File: config.mk
export PLATFORM = sky130hd
export DESIGN_NAME = tfvc_root
export DESIGN_NICKNAME = d
export VERILOG_FILES = /design/src/hw/rtl/tfvc_pkg.sv /design/src/hw/rtl/tfvc_root.sv
export SDC_FILE = /design/constraint.sdc
export NUM_CORES = 1
export LEC_CHECK = 0
export BUFFER_PORTS_ARGS = -buffer_cell sky130_fd_sc_hd__buf_2
export CORE_MARGIN = 8
export CORE_UTILIZATION = 44
export DETAILED_ROUTE_END_ITERATION = 7
export PLACE_DENSITY_LB_ADDON = 0.2
export RECOVER_POWER = 100
export SLEW_MARGIN = 20
export SYNTH_ARGS = -nofsm -noshare
export SYNTH_HDL_FRONTEND = slang
export SYNTH_SLANG_ARGS = --single-unit
File: constraint.sdc
create_clock -name clk -period 9.1 [get_ports clk]
set_clock_uncertainty 0.2 [all_clocks]
set_input_delay 1.82 -clock clk [delete_from_list [all_inputs] [get_ports clk]]
set_output_delay 1.82 -clock clk [all_outputs]
set_load 0.02 [all_outputs]
File: src/hw/rtl/tfvc_pkg.sv
`timescale 1ns / 1ps

package tfvc_pkg;

  // Register indexes of the configuration port.
  typedef enum logic [2:0] {
    CFG_FOLLOW_DISTANCE  = 3'd0,
    CFG_HOLD_HEIGHT      = 3'd1,
    CFG_TAKEOFF_HEIGHT   = 3'd2,
    CFG_MAX_LINEAR_SPEED = 3'd3,
    CFG_MAX_YAW_SPEED    = 3'd4,
    CFG_CAMERA_CENTER    = 3'd5,
    CFG_HEADING_GAIN     = 3'd6,
    CFG_TIMEOUT_TICKS    = 3'd7
  } cfg_idx_t;

  // Operating modes reported with each command.
  typedef enum logic [2:0] {
    MODE_IDLE   = 3'd0,
    MODE_CLIMB  = 3'd1,
    MODE_SEARCH = 3'd2,
    MODE_TRACK  = 3'd3,
    MODE_WAIT   = 3'd4
  } mode_t;

  // Detection message codes; the reserved code counts as no message.
  typedef enum logic [1:0] {
    MSG_NONE         = 2'd0,
    MSG_DETECTED     = 2'd1,
    MSG_NOT_DETECTED = 2'd2,
    MSG_RESERVED     = 2'd3
  } msg_t;

  localparam int CfgDataW = 24;

  typedef struct packed {
    logic [22:0] follow_distance;
    logic [22:0] hold_height;
    logic [22:0] takeoff_height;
    logic [19:0] max_linear_speed;
    logic [17:0] max_yaw_speed;
    logic [11:0] camera_center;
    logic [23:0] heading_gain;
    logic [15:0] timeout_ticks;
  } cfg_t;

  localparam logic [22:0] FollowDistanceRst = 23'd196608;
  localparam logic [22:0] HoldHeightRst     = 23'd196608;
  localparam logic [22:0] TakeoffHeightRst  = 23'd196608;
  localparam logic [19:0] MaxLinearRst      = 20'd65536;
  localparam logic [17:0] MaxYawRst         = 18'd11469;
  localparam logic [11:0] CameraCenterRst   = 12'd424;
  localparam logic [23:0] HeadingGainRst    = 24'd42950;
  localparam logic [15:0] TimeoutRst        = 16'd100;

  // Root operand, root, dividend and divisor widths of the iterative units.
  localparam int RadW  = 65;
  localparam int RootW = 33;
  localparam int NumW  = 55;
  localparam int DenW  = 33;

endpackage

File: src/hw/rtl/tfvc_root.sv
`timescale 1ns / 1ps

module tfvc_root (
  input  logic                          clk,
  input  logic                          rst,
  input  logic                          start,
  input  logic [tfvc_pkg::RadW-1:0]     radicand,
  output logic                          busy,
  output logic [tfvc_pkg::RootW-1:0]    root
);

  // Restoring square root, one result bit per cycle.
  logic [65:0] opnd;
  logic [35:0] rem;
  logic [5:0]  cnt;
  logic [37:0] rem2;
  logic [37:0] trial;

  always_comb begin
    rem2  = {rem, opnd[65:64]};
    trial = {3'b0, root, 2'b01};
  end

  always_ff @(posedge clk) begin
    if (rst) begin
      busy <= 1'b0;
      cnt  <= '0;
    end else if (start) begin
      busy <= 1'b1;
      cnt  <= 6'(tfvc_pkg::RootW - 1);
      opnd <= {1'b0, radicand};
      rem  <= '0;
      root <= '0;
    end else if (busy) begin
      opnd <= {opnd[63:0], 2'b00};
      if (rem2 >= trial) begin
        rem  <= 36'(rem2 - trial);
        root <= {root[tfvc_pkg::RootW-2:0], 1'b1};
      end else begin
        rem  <= rem2[35:0];
        root <= {root[tfvc_pkg::RootW-2:0], 1'b0};
      end
      if (cnt == '0) begin
        busy <= 1'b0;
      end
      cnt <= cnt - 6'd1;
    end
  end

endmodule

### Yosys cells after proc, flatten, opt, wreduce, memory -nomap -nowiden

Cells that the tools add are included.

* $lt $le $gt $ge: 1
* reduce and logical (&&, ||, !) cells: 4
* add/subtract/negate cells: 2
* muxes and demuxes: 11
* bitwise operators: 1

Operators by type and width (count)
* $mux 36: 2
* $mux 66: 1
* $mux 65: 1
* $ge 38x35->1: 1
* $sub 36x35->36: 1
* $mux 33: 1
* $mux 6: 2
* $logic_not 6->1: 1
* $sub 6x1->6 const B: 1
* $mux 1: 4
* $reduce_and 2->1: 1
* $reduce_bool 2->1: 1
* $reduce_or 2->1: 1
* $not 1->1: 1

* input bits: 68
* output and inout port bits: 34
* register bits: 142
* logic and storage cells: 26

### Depth between registers and ports, before layout

* depth after elaboration: 4
* gate-level depth with buffers: 14

### Worst setup path after synthesis

No wires, ideal clock.

* path type: input port to flip-flop
* start: input start
* end: register busy
* buffers on the path: 2
* arrival: 8695 ps
* path slack: 122 ps
* cell stages on the path: 5
* library setup time: 82 ps
* cells stage by stage: clkbuf_1 -> clkbuf_1 -> nor2_1 -> nor2_1 -> o31a_1

* longest elaborated chain between the ends: 1

Ends and longest elaborated chain
* from (decl): line tfvc_root.sv:6 `input logic start,`
* $mux 1: line tfvc_root.sv:28 `end else if (start) begin`
* to (signal assigned): line tfvc_root.sv:26 `busy <= 1'b0;`
* to (signal assigned): line tfvc_root.sv:29 `busy <= 1'b1;`
* to (signal assigned): line tfvc_root.sv:44 `busy <= 1'b0;`
* to (decl): line tfvc_root.sv:8 `output logic busy,`

No other way between the ends.
A chain may end at the register's enable or synchronous reset.

### Worst setup path after layout

* start: input start
* end: register rem[14], enable pin

* longest elaborated chain between the ends: 2

Ends and longest elaborated chain
* $reduce_bool 2->1 (no line)
* $reduce_and 2->1 (no line)
* to (signal assigned): line tfvc_root.sv:37 `rem <= 36'(rem2 - trial);`
* to (signal assigned): line tfvc_root.sv:40 `rem <= rem2[35:0];`
* to (decl): line tfvc_root.sv:14 `logic [35:0] rem;`

No other way between the ends.

==> impl_results.md <==
- Post-route ant nets: 0
- Pwr/cell area: 210 mW/mm^2
- Final Critical Period: 5.49 ns
- Total core area: 0.0178 mm^2
- Post-cts resize count: 0
- Chip Width: 150 um
- Area Overhead vs Synth: 15.3%
- Violation count after the first detailed-route iteration: between 400 and 500
- Via count of the first global-routing pass: around 5500
- Main combinational cell family by area after synthesis: compound AO/OA/AOI/OAI gates
- Buffers inserted during post-CTS setup optimization: 0
- Worst-case vdd ir drop: around 0.15 mV
- FFs w/ async S/R, synth: 0%
- Via density: 5.31
- Final Routed Wirelength: 16400 um
- # IOs: about 100
- Count of non-filler cells in the finished layout: between 1000 and 1500
- Initial core utilization: 44.4%
- Clock-pin slew reported for the worst setup and hold paths after clock tree synthesis: roughly 0.06 ns
- Leftover overflow at the end of global routing: 0
- Maximum number of pins on one net before global-route repair: 96
- Total negative slack for setup checks: 0 ns
- Fraction of synthesized cell area taken by the top area cell type: 51.3%
- Standard cell area after detailed placement: between 0.008 and 0.009 mm^2
- Share of cells above drive strength 1: between 20% and 30%
- Post-detailed-route DRC marker count: 0
- HPWL reported at the end of detailed placement: 11500 um
- Final Hold Fails: 0
- Maximum frequency from static timing analysis: between 150 and 200 MHz
- Port-buffer cells: 101
- Clock buffer count from CTS: 17
- Die height: 150 um
- Number of hold buffers added after CTS: 0
- Fraction of the cycle the final worst path needs: 60.4%
- Area fraction in and, or, nand and nor cells after synthesis: 10.1%
- RSZ-0062 raised after global routing: no
- Post-Route Utilization: between 50% and 60%
- Placed cell count: 992
- CTS tree: yes
- Average cell area after synthesis: between 10 and 15 um^2
- Synth Net Count: ~800
- Share of synthesized area occupied by flip-flops and latches: a little over half
- Critical path launch point type: input port
- Number of distinct library cell variants in the gate-level netlist after synthesis: a little under 60
- Violations in the final reports: capacitance limit, slew limit
- Library cell occupying the most area in the post-synthesis netlist: edfxtp_1
- Count of inserted antenna diode cells: 0
- Top cells by area in the synthesized netlist: edfxtp_1, mux2_2, ha_1
- Setup violators final: 0
- Largest driver fanout on the critical path: 54
- Kind of end point of the critical path: flip-flop
- Pins over their slew limit: 52
- Initial antenna violation count: 2
- Total die area: roughly 0.022 mm^2
- Minimum setup slack after placement: 4.46 ns
- Mux contribution to synthesized area: a little under an eighth
- Overall track demand over capacity in global routing: between 15 and 20%
- Nets: 887
- Per-cell routed wire length: approximately 16 um
- Routed vias: 5441
- Worst Setup Slack, final: 3.61 ns
- Total standard cell area after synthesis: 0.00790 mm^2
- Clock latency of the later-clocked register in the worst-skew pair: 0.42 ns
- Transition time of the tightest slew-check pin: between 2 and 2.5 ns
- Main flop type after synthesis: edfxtp_1
- First-pass GRT wire length: about 27000 um
- Total number of placement rows: 49
- LEAKAGE: 0.00370 uW
- Synth Instances: 688
- Xor/xnor cell area share of the yosys netlist: under 10%
- Arrival time of the worst setup path: between 5 and 6 ns
- Root buffer cell: clkbuf_16
- Synthesis warning total: 0
- Flops & latches, synth: 142
- Result of the run: finished, violations left
- Design Area, Final: about 0.0091 mm^2
- Final Wtd Congestion: 0.927
- H-tree levels: 4
- Adder-cell share of the synthesized area: 5.86%
- Number of enable flip-flop cells after synthesis: 135
- Max-cap violation count: 1
- Worst setup path category: in2reg
- Compound-Gate Fraction of Synth Area: 12.0%
- Clk sink count: 142
- Number of buffers on the longest clock path: 2
- Number of iterations in the first detailed-routing pass: 5
- Worst min-delay path category: reg2reg
- Normalized max-slew margin: -60.0%
- Critical path required time: between 8 and 9 ns
through the flow:
stage          hold slack (ns)  power [uW]
6_report                 0.301        1910
2_1_floorplan            0.269        1160
3_5_place_dp             0.290        1250
5_1_grt                  0.344        2000
4_1_cts                  0.301        1930
3_3_place_gp             0.283        1240
path summary, 6_finish.rpt:
check / slack (ns) / cells after the start / from / to
max: 3.61 / 4 / start / rem[14]
min: 0.30 / 2 / cnt[1] / cnt[1]
max reg2reg: 4.30 / 12 / root[1] / rem[11]
min reg2reg: 0.30 / 2 / cnt[1] / cnt[1]
synth_stat cells, types with 4 or more instances:
| cell type | n |
|---|---|
| mux2_2 | 63 |
| nand4_1 | 5 |
| nor3_1 | 14 |
| a31oi_1 | 5 |
| a21oi_1 | 46 |
| o21ai_0 | 15 |
| ha_1 | 37 |
| buf_2 | 5 |
| o21bai_1 | 7 |
| a21o_1 | 24 |
| xor2_1 | 16 |
| xnor2_1 | 19 |
| mux2i_1 | 18 |
| nand2b_1 | 5 |
| or3_1 | 4 |
| a211oi_1 | 4 |
| nand3_1 | 9 |
| nor2_1 | 75 |
| inv_1 | 43 |
| nor2b_1 | 5 |
| dfxtp_1 | 7 |
| edfxtp_1 | 135 |
| o21a_1 | 8 |
| clkbuf_1 | 21 |
| nand2_1 | 50 |
worst max-delay path, stage by stage:
cell and delay [ns]:
clkbuf_1 1.67, nor2_1 0.23, nor2_4 0.88, buf_4 0.71
sequential cells by signal, indices dropped and copies added (netlist names):
register / flops
opnd: 66
rem: 36
root: 33
cnt: 6
busy: 1
power by group:
part | switching [uW] | internal (uW) | total, uW
Sequential | 22.9 | 787 | 809
Clock | 295 | 381 | 676
Combinational | 244 | 180 | 423
Total | 561 | 1350 | 1910
layout by cell type (no fill, tap or decap), drive strengths merged, types with 7 or more instances in the layout:
cell,Yosys,final
clkbuf,21,54
a21o,24,24
nor3,14,14
xor2,16,16
dfxtp,7,7
xnor2,19,19
nand2,50,50
mux2,64,64
edfxtp,135,135
o21a,8,8
o21bai,8,8
nand3,9,9
buf,9,69
a21oi,48,48
o21ai,18,18
mux2i,18,18
inv,43,49
nor2,75,75
ha,37,37
layout make-up:
class	instances	area (um^2)
Clock buffer	18	429
Clock inverter	14	133
Sequential cell	142	4190
Fill cell	1671	8670
Tap cell	229	287
Inverter	43	161
Multi-Input combinational cell	473	3410
Timing Repair Buffer	105	488
per-layer routing:
| layer | wire length (um) | global-route usage (%) | vias up |
|---|---|---|---|
| met4 | 213 | 5.20 | 4 |
| met1 | 7690 | 20.0 | 2576 |
| met3 | 1090 | 5.11 | 20 |
| li1 | - | - | 2704 |
| met5 | 27 | 0 | - |
| met2 | 7420 | 22.7 | 137 |
logic make-up (layout without fill, tap and decap cells):
kind of cell,Yosys count,count (layout)
compound gates,139,139
flops,142,142
mux,82,82
fa+ha+maj,37,37
xor+xnor,35,35
simple gates,180,180
buf+inv,73,180
Note: power is estimated with default switching activity, not from simulation.
