`src/hw/rtl/tfvc_pkg.sv`:
```
`timescale 1ns / 1ps

package tfvc_pkg;

  // Register indexes of the configuration port.
  typedef enum logic [2:0] {
    CFG_FOLLOW_DISTANCE  = 3'd0,
    CFG_HOLD_HEIGHT      = 3'd1,
    CFG_TAKEOFF_HEIGHT   = 3'd2,
    CFG_MAX_LINEAR_SPEED = 3'd3,
    CFG_MAX_YAW_SPEED    = 3'd4,
    CFG_CAMERA_CENTER    = 3'd5,
    CFG_HEADING_GAIN     = 3'd6,
    CFG_TIMEOUT_TICKS    = 3'd7
  } cfg_idx_t;

  // Operating modes reported with each command.
  typedef enum logic [2:0] {
    MODE_IDLE   = 3'd0,
    MODE_CLIMB  = 3'd1,
    MODE_SEARCH = 3'd2,
    MODE_TRACK  = 3'd3,
    MODE_WAIT   = 3'd4
  } mode_t;

  // Detection message codes; the reserved code counts as no message.
  typedef enum logic [1:0] {
    MSG_NONE         = 2'd0,
    MSG_DETECTED     = 2'd1,
    MSG_NOT_DETECTED = 2'd2,
    MSG_RESERVED     = 2'd3
  } msg_t;

  localparam int CfgDataW = 24;

  typedef struct packed {
    logic [22:0] follow_distance;
    logic [22:0] hold_height;
    logic [22:0] takeoff_height;
    logic [19:0] max_linear_speed;
    logic [17:0] max_yaw_speed;
    logic [11:0] camera_center;
    logic [23:0] heading_gain;
    logic [15:0] timeout_ticks;
  } cfg_t;

  localparam logic [22:0] FollowDistanceRst = 23'd196608;
  localparam logic [22:0] HoldHeightRst     = 23'd196608;
  localparam logic [22:0] TakeoffHeightRst  = 23'd196608;
  localparam logic [19:0] MaxLinearRst      = 20'd65536;
  localparam logic [17:0] MaxYawRst         = 18'd11469;
  localparam logic [11:0] CameraCenterRst   = 12'd424;
  localparam logic [23:0] HeadingGainRst    = 24'd42950;
  localparam logic [15:0] TimeoutRst        = 16'd100;

  // Root operand, root, dividend and divisor widths of the iterative units.
  localparam int RadW  = 65;
  localparam int RootW = 33;
  localparam int NumW  = 55;
  localparam int DenW  = 33;

endpackage

```
`src/hw/rtl/tfvc_cfg.sv`:
```
`timescale 1ns / 1ps

module tfvc_cfg (
  input  logic                           clk,
  input  logic                           rst,
  input  logic                           cfg_valid,
  output logic                           cfg_ready,
  input  logic [2:0]                     cfg_index,
  input  logic [tfvc_pkg::CfgDataW-1:0]  cfg_data,
  output tfvc_pkg::cfg_t                 cfg
);

  assign cfg_ready = 1'b1;

  always_ff @(posedge clk) begin
    if (rst) begin
      cfg.follow_distance  <= tfvc_pkg::FollowDistanceRst;
      cfg.hold_height      <= tfvc_pkg::HoldHeightRst;
      cfg.takeoff_height   <= tfvc_pkg::TakeoffHeightRst;
      cfg.max_linear_speed <= tfvc_pkg::MaxLinearRst;
      cfg.max_yaw_speed    <= tfvc_pkg::MaxYawRst;
      cfg.camera_center    <= tfvc_pkg::CameraCenterRst;
      cfg.heading_gain     <= tfvc_pkg::HeadingGainRst;
      cfg.timeout_ticks    <= tfvc_pkg::TimeoutRst;
    end else if (cfg_valid) begin
      unique case (tfvc_pkg::cfg_idx_t'(cfg_index))
        tfvc_pkg::CFG_FOLLOW_DISTANCE:  cfg.follow_distance  <= cfg_data[22:0];
        tfvc_pkg::CFG_HOLD_HEIGHT:      cfg.hold_height      <= cfg_data[22:0];
        tfvc_pkg::CFG_TAKEOFF_HEIGHT:   cfg.takeoff_height   <= cfg_data[22:0];
        tfvc_pkg::CFG_MAX_LINEAR_SPEED: cfg.max_linear_speed <= cfg_data[19:0];
        tfvc_pkg::CFG_MAX_YAW_SPEED:    cfg.max_yaw_speed    <= cfg_data[17:0];
        tfvc_pkg::CFG_CAMERA_CENTER:    cfg.camera_center    <= cfg_data[11:0];
        tfvc_pkg::CFG_HEADING_GAIN:     cfg.heading_gain     <= cfg_data[23:0];
        tfvc_pkg::CFG_TIMEOUT_TICKS:    cfg.timeout_ticks    <= cfg_data[15:0];
      endcase
    end
  end

endmodule

```
`config.mk`:
```
export PLATFORM = sky130hd
export DESIGN_NAME = tfvc_cfg
export DESIGN_NICKNAME = d
export VERILOG_FILES = /design/src/hw/rtl/tfvc_pkg.sv /design/src/hw/rtl/tfvc_cfg.sv
export SDC_FILE = /design/constraint.sdc
export NUM_CORES = 1
export LEC_CHECK = 0
export ABC_CLOCK_PERIOD_IN_PS = 1500
export BUFFER_PORTS_ARGS = -buffer_cell sky130_fd_sc_hd__buf_2
export CELL_PAD_IN_SITES_DETAIL_PLACEMENT = 0
export CELL_PAD_IN_SITES_GLOBAL_PLACEMENT = 1
export CORE_MARGIN = 1.5
export CORE_UTILIZATION = 39
export DETAILED_ROUTE_END_ITERATION = 12
export PLACE_DENSITY_LB_ADDON = 0.3
export SLEW_MARGIN = 20
export SYNTH_ARGS = -nofsm -noshare
export SYNTH_HDL_FRONTEND = slang
export SYNTH_SLANG_ARGS = --single-unit
```
`constraint.sdc`:
```
create_clock -name clk -period 1.5 [get_ports clk]
set_input_delay 0.15 -clock clk [delete_from_list [all_inputs] [get_ports clk]]
set_output_delay 0.15 -clock clk [all_outputs]
set_load 0.1 [all_outputs]
```
# Word-level counts from Yosys, hierarchy flattened
# Index checks and enable logic that the tools add are counted.
[word_totals] inputBits=30 wordCells=24 register_bits=159 out_inout_bits=160
[op_classes] n_reduce_logical=9 n_eq_ne=7
[ops] op="AND reduction 2 bit" count=8
[ops] op="equality test 3 bit (second input constant)" count=4
[ops] op="equality test 3 x 2 -> 1 bit (second input constant)" count=2
[ops] op="equality test 3 x 1 -> 1 bit (second input constant)" count=1
[ops] op="logical NOT 3 bit" count=1

# Logic depth before layout (Yosys ltp)
[logic_depth] ltp_word=2 mapped_depth=6 mapped_depth_nobuf=2

# Least setup slack after synthesis
# Ideal clock, no wire load.
[synth_path] path_kind="flip-flop to flip-flop" startpoint="register cfg[2] (netlist name)" endpoint="register cfg[2] (netlist name)" setup_slack_ns=0.261 stages_incl_launch_ff=3 arrival_time_ns=1.166 path_buffers=0 required_time_ns=1.427 setup_time_ns=0.073 synth_period_minus_slack_ns=1.239 path_cell_list="dfxtp_1 -> nor2_1 -> mux2i_1"
[synth_lines] element="end: declaration" line="tfvc_cfg.sv:10" source="output tfvc_pkg::cfg_t cfg"

# Final worst setup path
[layout_path] startpoint="register cfg[71] (netlist name)" endpoint="output port cfg[71] (netlist name)"
# No word-level cell between the ends.

==> results.sh <==
export IMPL_tritoncts_num_sinks=159
export IMPL_critical_path_buf_inv_count=1
export IMPL_floorplan_initialDensity_pct=39.8
export IMPL_clock_tree_from_tritoncts="done"
export IMPL_cp_end_kind="output port"
export IMPL_timing_reg2reg_setup_slack_ns=0.87
export IMPL_cts_inserted_buffers=17
export IMPL_largest_net_degree_at_the_start_of_global_routing=39
export IMPL_dp_hpwl_um=12200
export IMPL_worstSetupPathType="reg -> out"
export IMPL_relSlewSlack_pct=65.6
export IMPL_ratio_of_routed_vias_to_standard_cells=4.67
export IMPL_synth_simple_gate_area_share_pct=20.1
export IMPL_setup_worst_path_start="cfg[71]"
export IMPL_max_clock_freq_mhz=730
export IMPL_ys_warn_count=0
export IMPL_postSynthRegisterBits=159
export IMPL_cts_buffer_depth=2
export IMPL_clock_latency_ns=0.42
export IMPL_yosys_area_share_xor_xnor_pct=0
export IMPL_ir_worst_vdd_v=0.000706
export IMPL_syn_nets=604
export IMPL_clk_pin_slew_ns=0.06
export IMPL_cts_hold_repair_buffers=3
export IMPL_final_hold_worst_slack_ns=0.0171
export IMPL_drt_total_wl_um=16900
export IMPL_synth_adder_area_share_pct=0
export IMPL_gp_routability_congestion=0.771
export IMPL_final_setup_worst_slack_ns=0.130
export IMPL_syn_instance_count=574
export IMPL_cell_type_of_the_slowest_stage_on_the_worst_timing_path="sky130_fd_sc_hd__buf_2"
export IMPL_final_layout_size_suffix_gt1_share_pct=32.3
export IMPL_grt_antenna_before_repair=0
export IMPL_worstPathCellList="buf_2"
export IMPL_cp_num_cells=1
export IMPL_synth_top_family_by_area="multiplexers"
export IMPL_maxCapViolations=0
export IMPL_final_hold_violation_count=0
export IMPL_num_antenna_cells=0
export IMPL_first_pass_grt_wire_length_um=25400
export IMPL_worst_endpoint_required_ns=1.35
export IMPL_cts_setup_buffers=0
export IMPL_post_layout_total_power_uw=10000
export IMPL_grt_setup_unrepaired="no"
export IMPL_timing_hold_worst_class="in -> reg"
export IMPL_wire_per_inst_um=17.0
export IMPL_grt_most_used_layer="met2"
export IMPL_fin_worst_skew_ns=0
export IMPL_synth_compound_area_share_pct=0
export IMPL_critical_path_peak_fanout=2
export IMPL_grtUsageMet1_pct=26.2
export IMPL_design_portCount=190
export IMPL_crit_path_start_kind="flop"
export IMPL_tns_ns=0
export IMPL_use_met3_pct=5.86
export IMPL_synth_seq_area_share_pct=50.8
export IMPL_timing_final_setup_violations=0
export IMPL_drt_pre_antenna_iters=4
export IMPL_pre_cts_slack_ns=0.134
export IMPL_final_antenna_net_count=0
export IMPL_nNetsFinal=800
export IMPL_worst_setup_path_endpoint="cfg[71]"
export IMPL_period_share_pct=91.4
export IMPL_reg2reg_to="cfg[0]"
export IMPL_design_core_area_um2=15800
export IMPL_drc=0
export IMPL_synth_largest_type_area_fraction_pct=50.8
export IMPL_netlist_top_cell_by_area="sky130_fd_sc_hd__dfxtp_1"
export IMPL_r2r_worst_path_cells=2
export IMPL_first_global_vias=4610
export IMPL_worst_slew_pin_slew_ns=0.519
export IMPL_synthTopCellsByArea="sky130_fd_sc_hd__dfxtp_1 (51%), sky130_fd_sc_hd__mux2i_1 (25%), sky130_fd_sc_hd__nand2b_1 (15%), sky130_fd_sc_hd__nor2_1 (2.8%), sky130_fd_sc_hd__clkbuf_1 (1.3%)"
export IMPL_dr_first_iter_drc_count=196
export IMPL_gr_total_overflow=0
export IMPL_cp_arrival_ns=1.22
export IMPL_ctsResizeCount=0
export IMPL_grt_usage_pct=20.3
export IMPL_syn2layout_area_growth_pct=30.8
export IMPL_synth_distinct_cells=17
export IMPL_cts_root_buf="sky130_fd_sc_hd__clkbuf_16"
export IMPL_htreeDepth=4
export IMPL_layout_min_cycle_time_ns=1.37
export IMPL_outcome="finished, final reports clean"
export IMPL_power_density_cell_area_nw_per_um2=1220
export IMPL_mean_area_per_synthesized_cell_um2=10.9
export IMPL_yosys_mux_area_fraction_pct=25.4
export IMPL_largest_regs="cfg (159)"
export IMPL_largest_register_ff_count=159
export IMPL_port_buffers=188
export IMPL_worst_r2r_startpoint="cfg[0]"
export IMPL_placement_rows=46
export IMPL_power_static_leakage_uw=0.00424
export IMPL_grt_met2_usage_pct=32.7
export IMPL_timing_final_max_slew_violations=0
export IMPL_post_synth_instance_area_um2=6270
export IMPL_die_width_um=130
export IMPL_critical_path_top_delay_family="buffers and inverters"
export IMPL_num_vias=4646
export IMPL_slowest_delay_ns=0.44
export IMPL_die_area_um2=16800
export IMPL_largest_register="cfg"
export IMPL_die_span_in_y_um=130
[placed cells by master (no fill, tap or decap), drive strengths merged]
cell type    Yosys  layout
nand2b         152     152
bufinv           0       2
clkbuf          21      22
or4b             1       1
buf             24     219
nand4bb          3       3
and4bb           1       1
nand4            1       1
dlygate4sd3      0       3
nor4bb           1       1
clkinv           0       4
mux2i          159     159
nand4b           3       3
and4b            1       1
conb             1       1
dfxtp          159     159
nor4b            1       1
nor2            46      46
[kinds of logic (layout without fill, tap and decap cells)]
family | count (synthesis) | after routing
AND/OR/NAND/NOR | 210 | 210
buffers and inverters | 45 | 250
flip-flops | 159 | 159
multiplexers | 159 | 159
other | 1 | 1
[cell usage after synthesis (all sizes together)]
cell / count
nor4b: 1
dfxtp: 159
nor4bb: 1
nor2: 46
and4b: 1
nand4bb: 3
mux2i: 159
nand4b: 3
or4b: 1
nand2b: 152
nand4: 1
and4bb: 1
buf: 24
conb: 1
clkbuf: 21
[worst min path at each step]
| stage | start | end | depth (start not counted) |
|---|---|---|---|
| 3_3_place_gp | cfg_data[23] | cfg[39] | 3 |
| 4_1_cts | cfg_data[0] | cfg[52] | 3 |
| 3_5_place_dp | cfg_data[23] | cfg[39] | 3 |
| 6_report | cfg_data[0] | cfg[52] | 3 |
| 5_1_grt | cfg_data[0] | cfg[52] | 3 |
| 2_1_floorplan | cfg_data[23] | cfg[39] | 2 |
[power breakdown]
part | leakage, uW | total [uW] | switching [uW] | internal, uW
logic | 0.00267 | 1350 | 1030 | 321
registers | 0.00129 | 4370 | 48.5 | 4320
clock network | 0.000290 | 4280 | 1650 | 2630
[through the flow]
stage	std cells	instance area, um2	util, %
6_report	995	8200	52.0
5_1_grt	995	8200	52.0
4_1_cts	995	8200	52.0
3_5_place_dp	964	7590	48.2
3_3_place_gp	964	7590	48.2
2_1_floorplan	574	6270	-
[per-layer routing]
metal  wire length [um]  up-vias
met5                  0        -
met4                251        0
met3                881       16
met2               7910      129
met1               7890     2223
li1                   -     2278
[cell type report]
cell class	instances	area, um2
well taps	216	270
flip-flops and latches	159	3180
clock buffers	22	494
fillers	1469	7570
clock inverters	6	83.8
multi-input cells	370	2880
repair buffers	222	1290
(Power assumes the default switching activity.)
