===== src/hw/rtl/tfvc_pkg.sv =====
`timescale 1ns / 1ps

package tfvc_pkg;

  // Register indexes of the configuration port.
  typedef enum logic [2:0] {
    CFG_FOLLOW_DISTANCE  = 3'd0,
    CFG_HOLD_HEIGHT      = 3'd1,
    CFG_TAKEOFF_HEIGHT   = 3'd2,
    CFG_MAX_LINEAR_SPEED = 3'd3,
    CFG_MAX_YAW_SPEED    = 3'd4,
    CFG_CAMERA_CENTER    = 3'd5,
    CFG_HEADING_GAIN     = 3'd6,
    CFG_TIMEOUT_TICKS    = 3'd7
  } cfg_idx_t;

  // Operating modes reported with each command.
  typedef enum logic [2:0] {
    MODE_IDLE   = 3'd0,
    MODE_CLIMB  = 3'd1,
    MODE_SEARCH = 3'd2,
    MODE_TRACK  = 3'd3,
    MODE_WAIT   = 3'd4
  } mode_t;

  // Detection message codes; the reserved code counts as no message.
  typedef enum logic [1:0] {
    MSG_NONE         = 2'd0,
    MSG_DETECTED     = 2'd1,
    MSG_NOT_DETECTED = 2'd2,
    MSG_RESERVED     = 2'd3
  } msg_t;

  localparam int CfgDataW = 24;

  typedef struct packed {
    logic [22:0] follow_distance;
    logic [22:0] hold_height;
    logic [22:0] takeoff_height;
    logic [19:0] max_linear_speed;
    logic [17:0] max_yaw_speed;
    logic [11:0] camera_center;
    logic [23:0] heading_gain;
    logic [15:0] timeout_ticks;
  } cfg_t;

  localparam logic [22:0] FollowDistanceRst = 23'd196608;
  localparam logic [22:0] HoldHeightRst     = 23'd196608;
  localparam logic [22:0] TakeoffHeightRst  = 23'd196608;
  localparam logic [19:0] MaxLinearRst      = 20'd65536;
  localparam logic [17:0] MaxYawRst         = 18'd11469;
  localparam logic [11:0] CameraCenterRst   = 12'd424;
  localparam logic [23:0] HeadingGainRst    = 24'd42950;
  localparam logic [15:0] TimeoutRst        = 16'd100;

  // Root operand, root, dividend and divisor widths of the iterative units.
  localparam int RadW  = 65;
  localparam int RootW = 33;
  localparam int NumW  = 55;
  localparam int DenW  = 33;

endpackage


===== src/hw/rtl/tfvc_div.sv =====
`timescale 1ns / 1ps

module tfvc_div (
  input  logic                         clk,
  input  logic                         rst,
  input  logic                         start,
  input  logic [tfvc_pkg::NumW-1:0]    num,
  input  logic [tfvc_pkg::DenW-1:0]    den,
  output logic                         busy,
  output logic [tfvc_pkg::NumW-1:0]    quot
);

  // Restoring division, one quotient bit per cycle, MSB first.
  logic [tfvc_pkg::NumW-1:0] dvd;
  logic [tfvc_pkg::DenW-1:0] dvs;
  logic [tfvc_pkg::DenW-1:0] rem;
  logic [5:0]                cnt;
  logic [tfvc_pkg::DenW:0]   rem2;

  assign rem2 = {rem, dvd[tfvc_pkg::NumW-1]};

  always_ff @(posedge clk) begin
    if (rst) begin
      busy <= 1'b0;
      cnt  <= '0;
    end else if (start) begin
      busy <= 1'b1;
      cnt  <= 6'(tfvc_pkg::NumW - 1);
      dvd  <= num;
      dvs  <= den;
      rem  <= '0;
      quot <= '0;
    end else if (busy) begin
      dvd <= {dvd[tfvc_pkg::NumW-2:0], 1'b0};
      if (rem2 >= {1'b0, dvs}) begin
        rem  <= tfvc_pkg::DenW'(rem2 - {1'b0, dvs});
        quot <= {quot[tfvc_pkg::NumW-2:0], 1'b1};
      end else begin
        rem  <= rem2[tfvc_pkg::DenW-1:0];
        quot <= {quot[tfvc_pkg::NumW-2:0], 1'b0};
      end
      if (cnt == '0) begin
        busy <= 1'b0;
      end
      cnt <= cnt - 6'd1;
    end
  end

endmodule

===== config.mk =====
export PLATFORM = sky130hd
export DESIGN_NAME = tfvc_div
export DESIGN_NICKNAME = d
export VERILOG_FILES = /design/src/hw/rtl/tfvc_pkg.sv /design/src/hw/rtl/tfvc_div.sv
export SDC_FILE = /design/constraint.sdc
export NUM_CORES = 1
export LEC_CHECK = 0
export BUFFER_PORTS_ARGS = -buffer_cell sky130_fd_sc_hd__buf_2
export CELL_PAD_IN_SITES_DETAIL_PLACEMENT = 0
export CELL_PAD_IN_SITES_GLOBAL_PLACEMENT = 2
export CORE_MARGIN = 2
export CORE_UTILIZATION = 38
export DETAILED_ROUTE_END_ITERATION = 8
export HOLD_SLACK_MARGIN = 0.05
export PLACE_DENSITY_LB_ADDON = 0.1
export SETUP_SLACK_MARGIN = 0.4
export SYNTH_ARGS = -nofsm -noshare
export SYNTH_HDL_FRONTEND = slang
export SYNTH_SLANG_ARGS = --single-unit

===== constraint.sdc =====
create_clock -name clk -period 10.2 [get_ports clk]
set_clock_uncertainty 0.05 [all_clocks]
set_input_delay 2.04 -clock clk [delete_from_list [all_inputs] [get_ports clk]]
set_output_delay 2.04 -clock clk [all_outputs]
set_load 0.01 [all_outputs]

Yosys cells after proc, flatten, opt, wreduce, memory -nomap -nowiden
Index checks and enable logic that the tools add are counted.
{"block": "totals", "reg_bits": 183, "input_bits": 91, "output_inout_bits": 56}
{"block": "classes", "add_sub_neg": 2, "magnitude_cmp": 1, "n_mux": 11, "bitwise": 1, "reduce_logical": 5}
{"operator": "2-to-1 mux 55 bit", "count": 3}
{"operator": "2-to-1 mux 33 bit", "count": 2}
{"operator": ">= comparator 34 x 33 -> 1 bit", "count": 1}
{"operator": "subtractor 33 bit", "count": 1}
{"operator": "2-to-1 mux 6 bit", "count": 2}
{"operator": "zero test 6 bit", "count": 1}
{"operator": "subtractor 6 x 1 -> 6 bit (second input constant)", "count": 1}
{"operator": "2-to-1 mux 1 bit", "count": 4}
{"operator": "AND reduction 2 bit", "count": 2}
{"operator": "nonzero test 2 bit", "count": 1}
{"operator": "OR reduction 2 bit", "count": 1}
{"operator": "inverter 1 bit", "count": 1}

Depth between registers and ports, before layout
Gate-level depths: netlist of the first run.
{"block": "depth", "ltp_word": 4, "ltp_mapped": 15}

Worst setup path before layout of the first run
No wires, ideal clock.
{"block": "synth_timing", "kind": "input -> register", "from": "input port start", "to": "register dvd[0] (netlist bit), enable pin", "setup_time_ps": 648, "arrival_time_ps": 8333, "required_ps": 9502, "setup_slack_ps": 1169, "stages": 3, "path_cell_list": "clkbuf_1 > nor2_1 > nor2_1"}
{"block": "synth_via", "elab_chain_len": 2}
{"item": "start, declared", "line_no": "tfvc_div.sv:6", "rtl": "input logic start,"}
{"item": "nonzero test 2 bit (no source line)"}
{"item": "AND reduction 2 bit (no source line)"}
{"item": "end signal, assigned", "line_no": "tfvc_div.sv:29", "rtl": "dvd <= num;"}
{"item": "end signal, assigned", "line_no": "tfvc_div.sv:34", "rtl": "dvd <= {dvd[tfvc_pkg::NumW-2:0], 1'b0};"}
{"item": "end, declared", "line_no": "tfvc_div.sv:14", "rtl": "logic [tfvc_pkg::NumW-1:0] dvd;"}
Every way passes these cells.
A chain may end at the register's enable or synchronous reset.

Worst setup path after layout of the first run
{"block": "layout_timing", "from": "input port start", "to": "register rem[8] (netlist bit), enable pin"}
{"block": "layout_via", "elab_chain_len": 2}
{"item": "nonzero test 2 bit (no source line)"}
{"item": "AND reduction 2 bit (no source line)"}
{"item": "end signal, assigned", "line_no": "tfvc_div.sv:36", "rtl": "rem <= tfvc_pkg::DenW'(rem2 - {1'b0, dvs});"}
{"item": "end signal, assigned", "line_no": "tfvc_div.sv:39", "rtl": "rem <= rem2[tfvc_pkg::DenW-1:0];"}
{"item": "end, declared", "line_no": "tfvc_div.sv:16", "rtl": "logic [tfvc_pkg::DenW-1:0] rem;"}
Every way passes these cells.

==> impl_results.md, run 1 <==
* First-pass GRT wire length at 34.0 mm
* Slew Limit Headroom at 17.3%
* Wire per inst at 17.1 um
* Worst R2R End: rem[27]
* Final min period at 5170 ps
* Layout Nets at 1016
* Combinational fraction of design power at 18.5%
* Delay-heaviest family, CP: buffers and inverters
* Worst EP required at 10220 ps
* Critical path depth at 5
* Top cell type's share of synthesized area at 57.2%
* Max cap viols at 0
* Max Slew Vio Count at 0
* Total Wirelength at 21.0 mm
* GP Congestion at 0.800
* Peak VDD IR at 0.113 mV
* Reg power frac at 46.2%
* Sw frac at 30.2%
* Area of the multi-input gates at 0.00349 mm2
* Max stage delay on crit path at 950 ps
* Rows at 57
* Clock Tree Root: clkbuf_16
* Worst Path Buf+Inv at 3
* Asr flop ratio synth at 0%
* Fmax at 0.193 GHz
* Register bit total from synthesis at 183
* Worst Setup Path Type: in -> reg
* Initial antenna violation count at 0
* Die W at 160 um
* Largest net degree at the start of global routing at 88
* Synth area leaders: edfxtp_1 (57%), mux2_2 (6.6%), ha_1 (4.7%)
* Worst reg2reg path depth at 12
* Vias per cell at 5.13
* Leading area contributor after synthesis: edfxtp_1
* Layout cell share with drive strength beyond 1 at 27.9%
* # diodes at 0
* CP Capture Type: register
* R2R setup slack at 6360 ps
* Initial cell density of the core at 38.3%
* Worst-path fanout max at 64
* DRC marker count from the first detailed-route iteration at 357
* Post-CTS Resized at 0
* Count leader, synth: edfxtp_1
* CTS hold repair buffers at 0
* CTS Sinks at 183
* Storage element area at 0.00543 mm2
* Lkg Pwr at 0.00433 uW
* Total track usage at 16.6%
* Final Setup Violations at 0
* Worst Setup SP: start
* Top FF cell, synth: edfxtp_1
* Core ar. at 0.0241 mm2
* Worst setup SP type: input pin
* Post-CTS setup buffer count at 0
* Tcrit/Tclk final at 50.7%
* Critical R2R Launch: dvd[54]
* Most common cell type on the critical path: buf_4
* CP Cell Sequence: buf_4 > nor2_1 > nor2_4 > buf_4 > buf_4
* Met2 routed WL at 10.2 mm
* Pwr per Cell Area at 182 mW/mm2
* Sum Neg Setup Slack at 0 ps
* Fillers at 2312
* Clock share of power at 35.4%
* DRT antenna net count at 0
* Via count at 6285
* Top sig layer: met4
* Met1 Wirelength at 9.59 mm
* Number of flops mapped to enable cells by yosys at 176
* Synth top cells by count: edfxtp_1 (176), nand2_1 (62), nor2b_1 (57)
* Num CTS Buffers at 17
* Syn Std Cell Area at 0.00924 mm2
* Post-synth cell types at 63
* DR pass1 iterations at 4
* CTS tree: yes
* RSZ-0062 raised after global routing: false
* Number of global-route vias before repair at 6622
* Slowest cell on the critical path: nor2_4
* Gr ovfl total at 0
* P_sw at 602 uW
* P_int at 1390 uW
* Clk_lat worst skew at 440 ps
* Reg clk slew, reported paths at 90 ps
* CP arrival at 5190 ps
* Die Ht at 160 um
* Syn avg cell area at 12.3 um2
* Outcome: finished, final reports clean
* Synth-to-Final Area Change at 18.0%
* Met3 wire length at 926 um
* H-tree level count at 4
* Die footprint at 0.0256 mm2
* Syn Inst Count at 753
* Seq/Total Area, Yosys at 58.7%
* Maximum clock path buffer count at 2
* Residual DRC at 0
* Worst slew pin tran at 1240 ps
* Io pins at 147
* Final hold violation count at 0
* Port buffer count at 146
* Half-perimeter wire length after placement at 14.0 mm
* Crit path capture: rem[8]
* Hold crit path type: reg -> reg
* Final core occ at 45.2%
* Post-Syn Nets at 880
* YS warnings at 0
through the flow:
step | setup slack, ps | cells | hold slack, ps | instance area [um2] | total power [uW]
after detailed placement | 4480 | 1194 | 483 | 10300 | 1300
after CTS | 4960 | 1226 | 505 | 10900 | 2010
after global placement | 4690 | 1194 | 483 | 10300 | 1300
after global routing | 4730 | 1226 | 521 | 10900 | 2090
final | 5030 | 1226 | 503 | 10900 | 1990
after floorplan | 1170 | 753 | 464 | 9240 | 1210
power by group through the flow:
stage | combinational (uW) | sequential [uW] | clock (uW)
after floorplan | 264 | 942 | 0
after global placement | 362 | 935 | 0
after detailed placement | 368 | 935 | 0
after CTS | 371 | 919 | 723
after global routing | 409 | 925 | 751
final | 367 | 918 | 704
worst min-delay path by stage:
stage	cells past startpoint	startpoint	slack (ps)	to
final	1	dvd[36]	500	dvd[37]
after global routing	1	dvd[52]	520	dvd[53]
after CTS	1	dvd[36]	510	dvd[37]
after detailed placement	1	dvd[22]	480	dvd[23]
after global placement	1	dvd[52]	480	dvd[53]
after floorplan	2	cnt[0]	460	cnt[0]
routing by layer:
layer | vias to the layer above | GRT usage [%]
met5 | - | 0
met2 | 129 | 28.6
li1 | 3058 | -
met3 | 17 | 3.97
met1 | 3081 | 21.0
met4 | 0 | 4.30
state kept, by name, summed over array words and instances (netlist names):
register	count
quot	55
cnt	6
dvs	33
dvd	55
busy	1
rem	33
final cells by class:
class / instances / area share, %
flip-flops and latches: 183 / 49.8
repair buffers: 151 / 7.07
well taps: 324 / 3.72
multi-input cells: 488 / 32.0
clock inverters: 15 / 1.91
inverters: 48 / 1.65
clock buffers: 17 / 3.90
placed cells by master, fill, tap and decap left out, types with 3 or more instances in the layout:
master / n
edfxtp_1: 176
xor2_1: 8
nand2_1: 62
o31ai_1: 3
buf_2: 145
nand4_1: 12
nor4_1: 3
mux2_2: 54
ha_1: 35
or3_1: 3
o21ai_0: 22
inv_6: 3
clkbuf_16: 17
o41ai_1: 3
clkinv_8: 5
and2_1: 4
nand3_1: 15
inv_12: 5
or4_1: 3
a21o_1: 23
nor2b_1: 57
dfxtp_1: 7
o2111ai_1: 4
o21a_1: 4
nor2_1: 28
xnor2_1: 14
a31oi_1: 8
nor3_1: 10
buf_4: 6
o21bai_1: 4
and3_1: 6
nor4b_1: 4
a21oi_1: 49
a211oi_1: 9
inv_1: 47
cell families (layout without fill, tap and decap cells):
logic type      Yosys count  in the layout  synth area share, %
fa+ha+maj                36             36                 4.96
xor+xnor                 22             22                 2.09
compound gates          154            154                 11.3
flops                   183            183                 58.7
mux                      54             54                 6.58
buf+inv                  82            231                 3.68
simple gates            222            222                 12.7
Note: power is estimated with default switching activity, not from simulation.
==> run 2: changes to the inputs <==
==> constraint.sdc (replaced) <==
create_clock -name clk -period 5.3 [get_ports clk]
set_clock_uncertainty 0.05 [all_clocks]
set_input_delay 1.06 -clock clk [delete_from_list [all_inputs] [get_ports clk]]
set_output_delay 1.06 -clock clk [all_outputs]
set_load 0.01 [all_outputs]
==> impl_results.md, run 2 (synthesis results as in run 1) <==
* Worst reg2reg path depth at 13
* Clock share of power at 34.7%
* Non-Filler Instances at 1231
* Setup ws final at 1660 ps
* Worst EP required at 5410 ps
* Setup Slack @ Placement at 1680 ps
* CTS tree: yes
* Wire per inst at 16.7 um
* Num CTS Buffers at 17
* DR pass1 iterations at 5
* Half-perimeter wire length after placement at 14.0 mm
* Hold Path Cell Cnt at 1
* Vias per cell at 5.11
* Peak VDD IR at 0.187 mV
* Hold Path End: dvd[40]
* Lkg Pwr at 0.00435 uW
* Largest net degree at the start of global routing at 82
* DRC marker count from the first detailed-route iteration at 305
* Io pins at 147
* Commonest non-fill, non-tap cells in the layout: edfxtp_1 (176), buf_2 (145), nand2_1 (62)
* Critical R2R Launch: dvd[54]
* Reg power frac at 46.5%
* Placed cell count at 1197
* Final min period at 3640 ps
* Gr ovfl total at 0
* Clk_lat worst skew at 430 ps
* Outcome: finished, final reports clean
* Hold_sp: dvd[39]
* Via count at 6285
* Die Ht at 160 um
* Delay-heaviest family, CP: compound AO/OA/AOI/OAI gates
* Met3 wire length at 880 um
* CP Cell Sequence: inv_1 > ha_1 > inv_1 > fa_1 > a21o_1 > a221oi_2 > nor4_4 > o211a_1 > o211ai_2 > nand2_1 > buf_4 > nand4_1 > o2111ai_1
* Core ar. at 0.0241 mm2
* Layout cell share with drive strength beyond 1 at 28.0%
* Initial antenna violation count at 3
* GP Congestion at 0.793
* Combinational fraction of design power at 18.8%
* Hold crit path type: reg -> reg
* Rows at 57
* Post-CTS setup buffer count at 0
* Most common cell type on the critical path: inv_1
* Slowest cell on the critical path: a221oi_2
* CTS hold repair buffers at 0
* Fmax at 0.275 GHz
* Max Slew Vio Count at 0
* Worst-path fanout max at 24
* P_sw at 1090 uW
* Final Setup Violations at 0
* Layout Nets at 1019
* Reg clk slew, reported paths at 80 ps
* Max cap viols at 0
* Fillers at 2305
* Total Wirelength at 20.6 mm
* Die W at 160 um
* Pwr per Cell Area at 347 mW/mm2
* First-pass GRT wire length at 34.3 mm
* Final hold violation count at 0
* Number of global-route vias before repair at 6436
* Port buffer count at 146
* Total track usage at 16.7%
* Top sig layer: met5
* Max stage delay on crit path at 420 ps
* Met2 routed WL at 9.94 mm
* Synth-to-Final Area Change at 18.4%
* DRT antenna net count at 0
* Sum Neg Setup Slack at 0 ps
* RSZ-0062 raised after global routing: false
* Met1 Wirelength at 9.55 mm
* Die footprint at 0.0256 mm2
* Clock Tree Root: clkbuf_16
* Worst setup SP type: register
* Most common cell after layout, fill and taps aside: edfxtp_1
* Tcrit/Tclk final at 68.6%
* Worst slew pin tran at 807 ps
* CTS Sinks at 183
* Slew Limit Headroom at 46.2%
* Residual DRC at 0
* Initial cell density of the core at 38.3%
* R2R setup slack at 1660 ps
* Sw frac at 28.8%
* CP Capture Type: register
* Worst R2R End: rem[31]
* H-tree level count at 4
* Biggest regs: dvd x55, quot x55
* Worst Setup Path Type: reg -> reg
* Maximum clock path buffer count at 2
* CP arrival at 3750 ps
* P_int at 2700 uW
* Post-CTS Resized at 0
* Worst Path Buf+Inv at 3
[run 2: changes by cell type in the layout (fill, tap and decap cells not counted), moves of 2 or more]
cell,before,now
inv_8,1,3
inv_6,3,1
clkinv_4,0,4
diode_2,0,2
inv_12,5,1
buf_12,0,2
[run 2: per-layer routing]
| layer | global-route usage (%) | vias up |
|---|---|---|
| li1 | - | 3074 |
| met1 | 22.2 | 3067 |
| met2 | 27.2 | 129 |
| met3 | 4.03 | 13 |
| met4 | 4.83 | 2 |
| met5 | 0 | - |
[run 2: power groups by stage]
| stage | sequential, uW | clock [uW] | combinational [uW] |
|---|---|---|---|
| 2_1_floorplan | 1800 | 0 | 508 |
| 3_3_place_gp | 1800 | 0 | 709 |
| 3_5_place_dp | 1800 | 0 | 715 |
| 4_1_cts | 1770 | 1360 | 719 |
| 5_1_grt | 1780 | 1420 | 798 |
| 6_report | 1770 | 1320 | 711 |
[run 2: final cells by class]
class | count | area (um2) | share of cell area (%)
Clock inverter | 14 | 189 | 1.73
Antenna cell | 2 | 5.00 | 0.0458
Sequential cell | 183 | 5430 | 49.6
Inverter | 48 | 180 | 1.65
Clock buffer | 18 | 429 | 3.92
Timing Repair Buffer | 154 | 818 | 7.48
Multi-Input combinational cell | 488 | 3480 | 31.9
Tap cell | 324 | 405 | 3.71
[run 2: per-stage QoR]
step	power [uW]	instance area, um2	util (%)	hold WS (ps)
3_5_place_dp	2510	10300	42.8	485
6_report	3790	10900	45.4	499
2_1_floorplan	2310	9250	-	464
4_1_cts	3850	10900	45.3	503
5_1_grt	4000	10900	45.4	523
3_3_place_gp	2500	10300	42.8	481
[run 2: worst max path at each step]
| stage | end | startpoint | cells past startpoint |
|---|---|---|---|
| final | rem[31] | dvd[54] | 13 |
| after floorplan | dvd[0] | start | 3 |
| after CTS | rem[31] | dvd[54] | 13 |
| after global routing | rem[31] | dvd[54] | 13 |
| after detailed placement | rem[31] | dvd[54] | 13 |
| after global placement | rem[31] | dvd[54] | 13 |
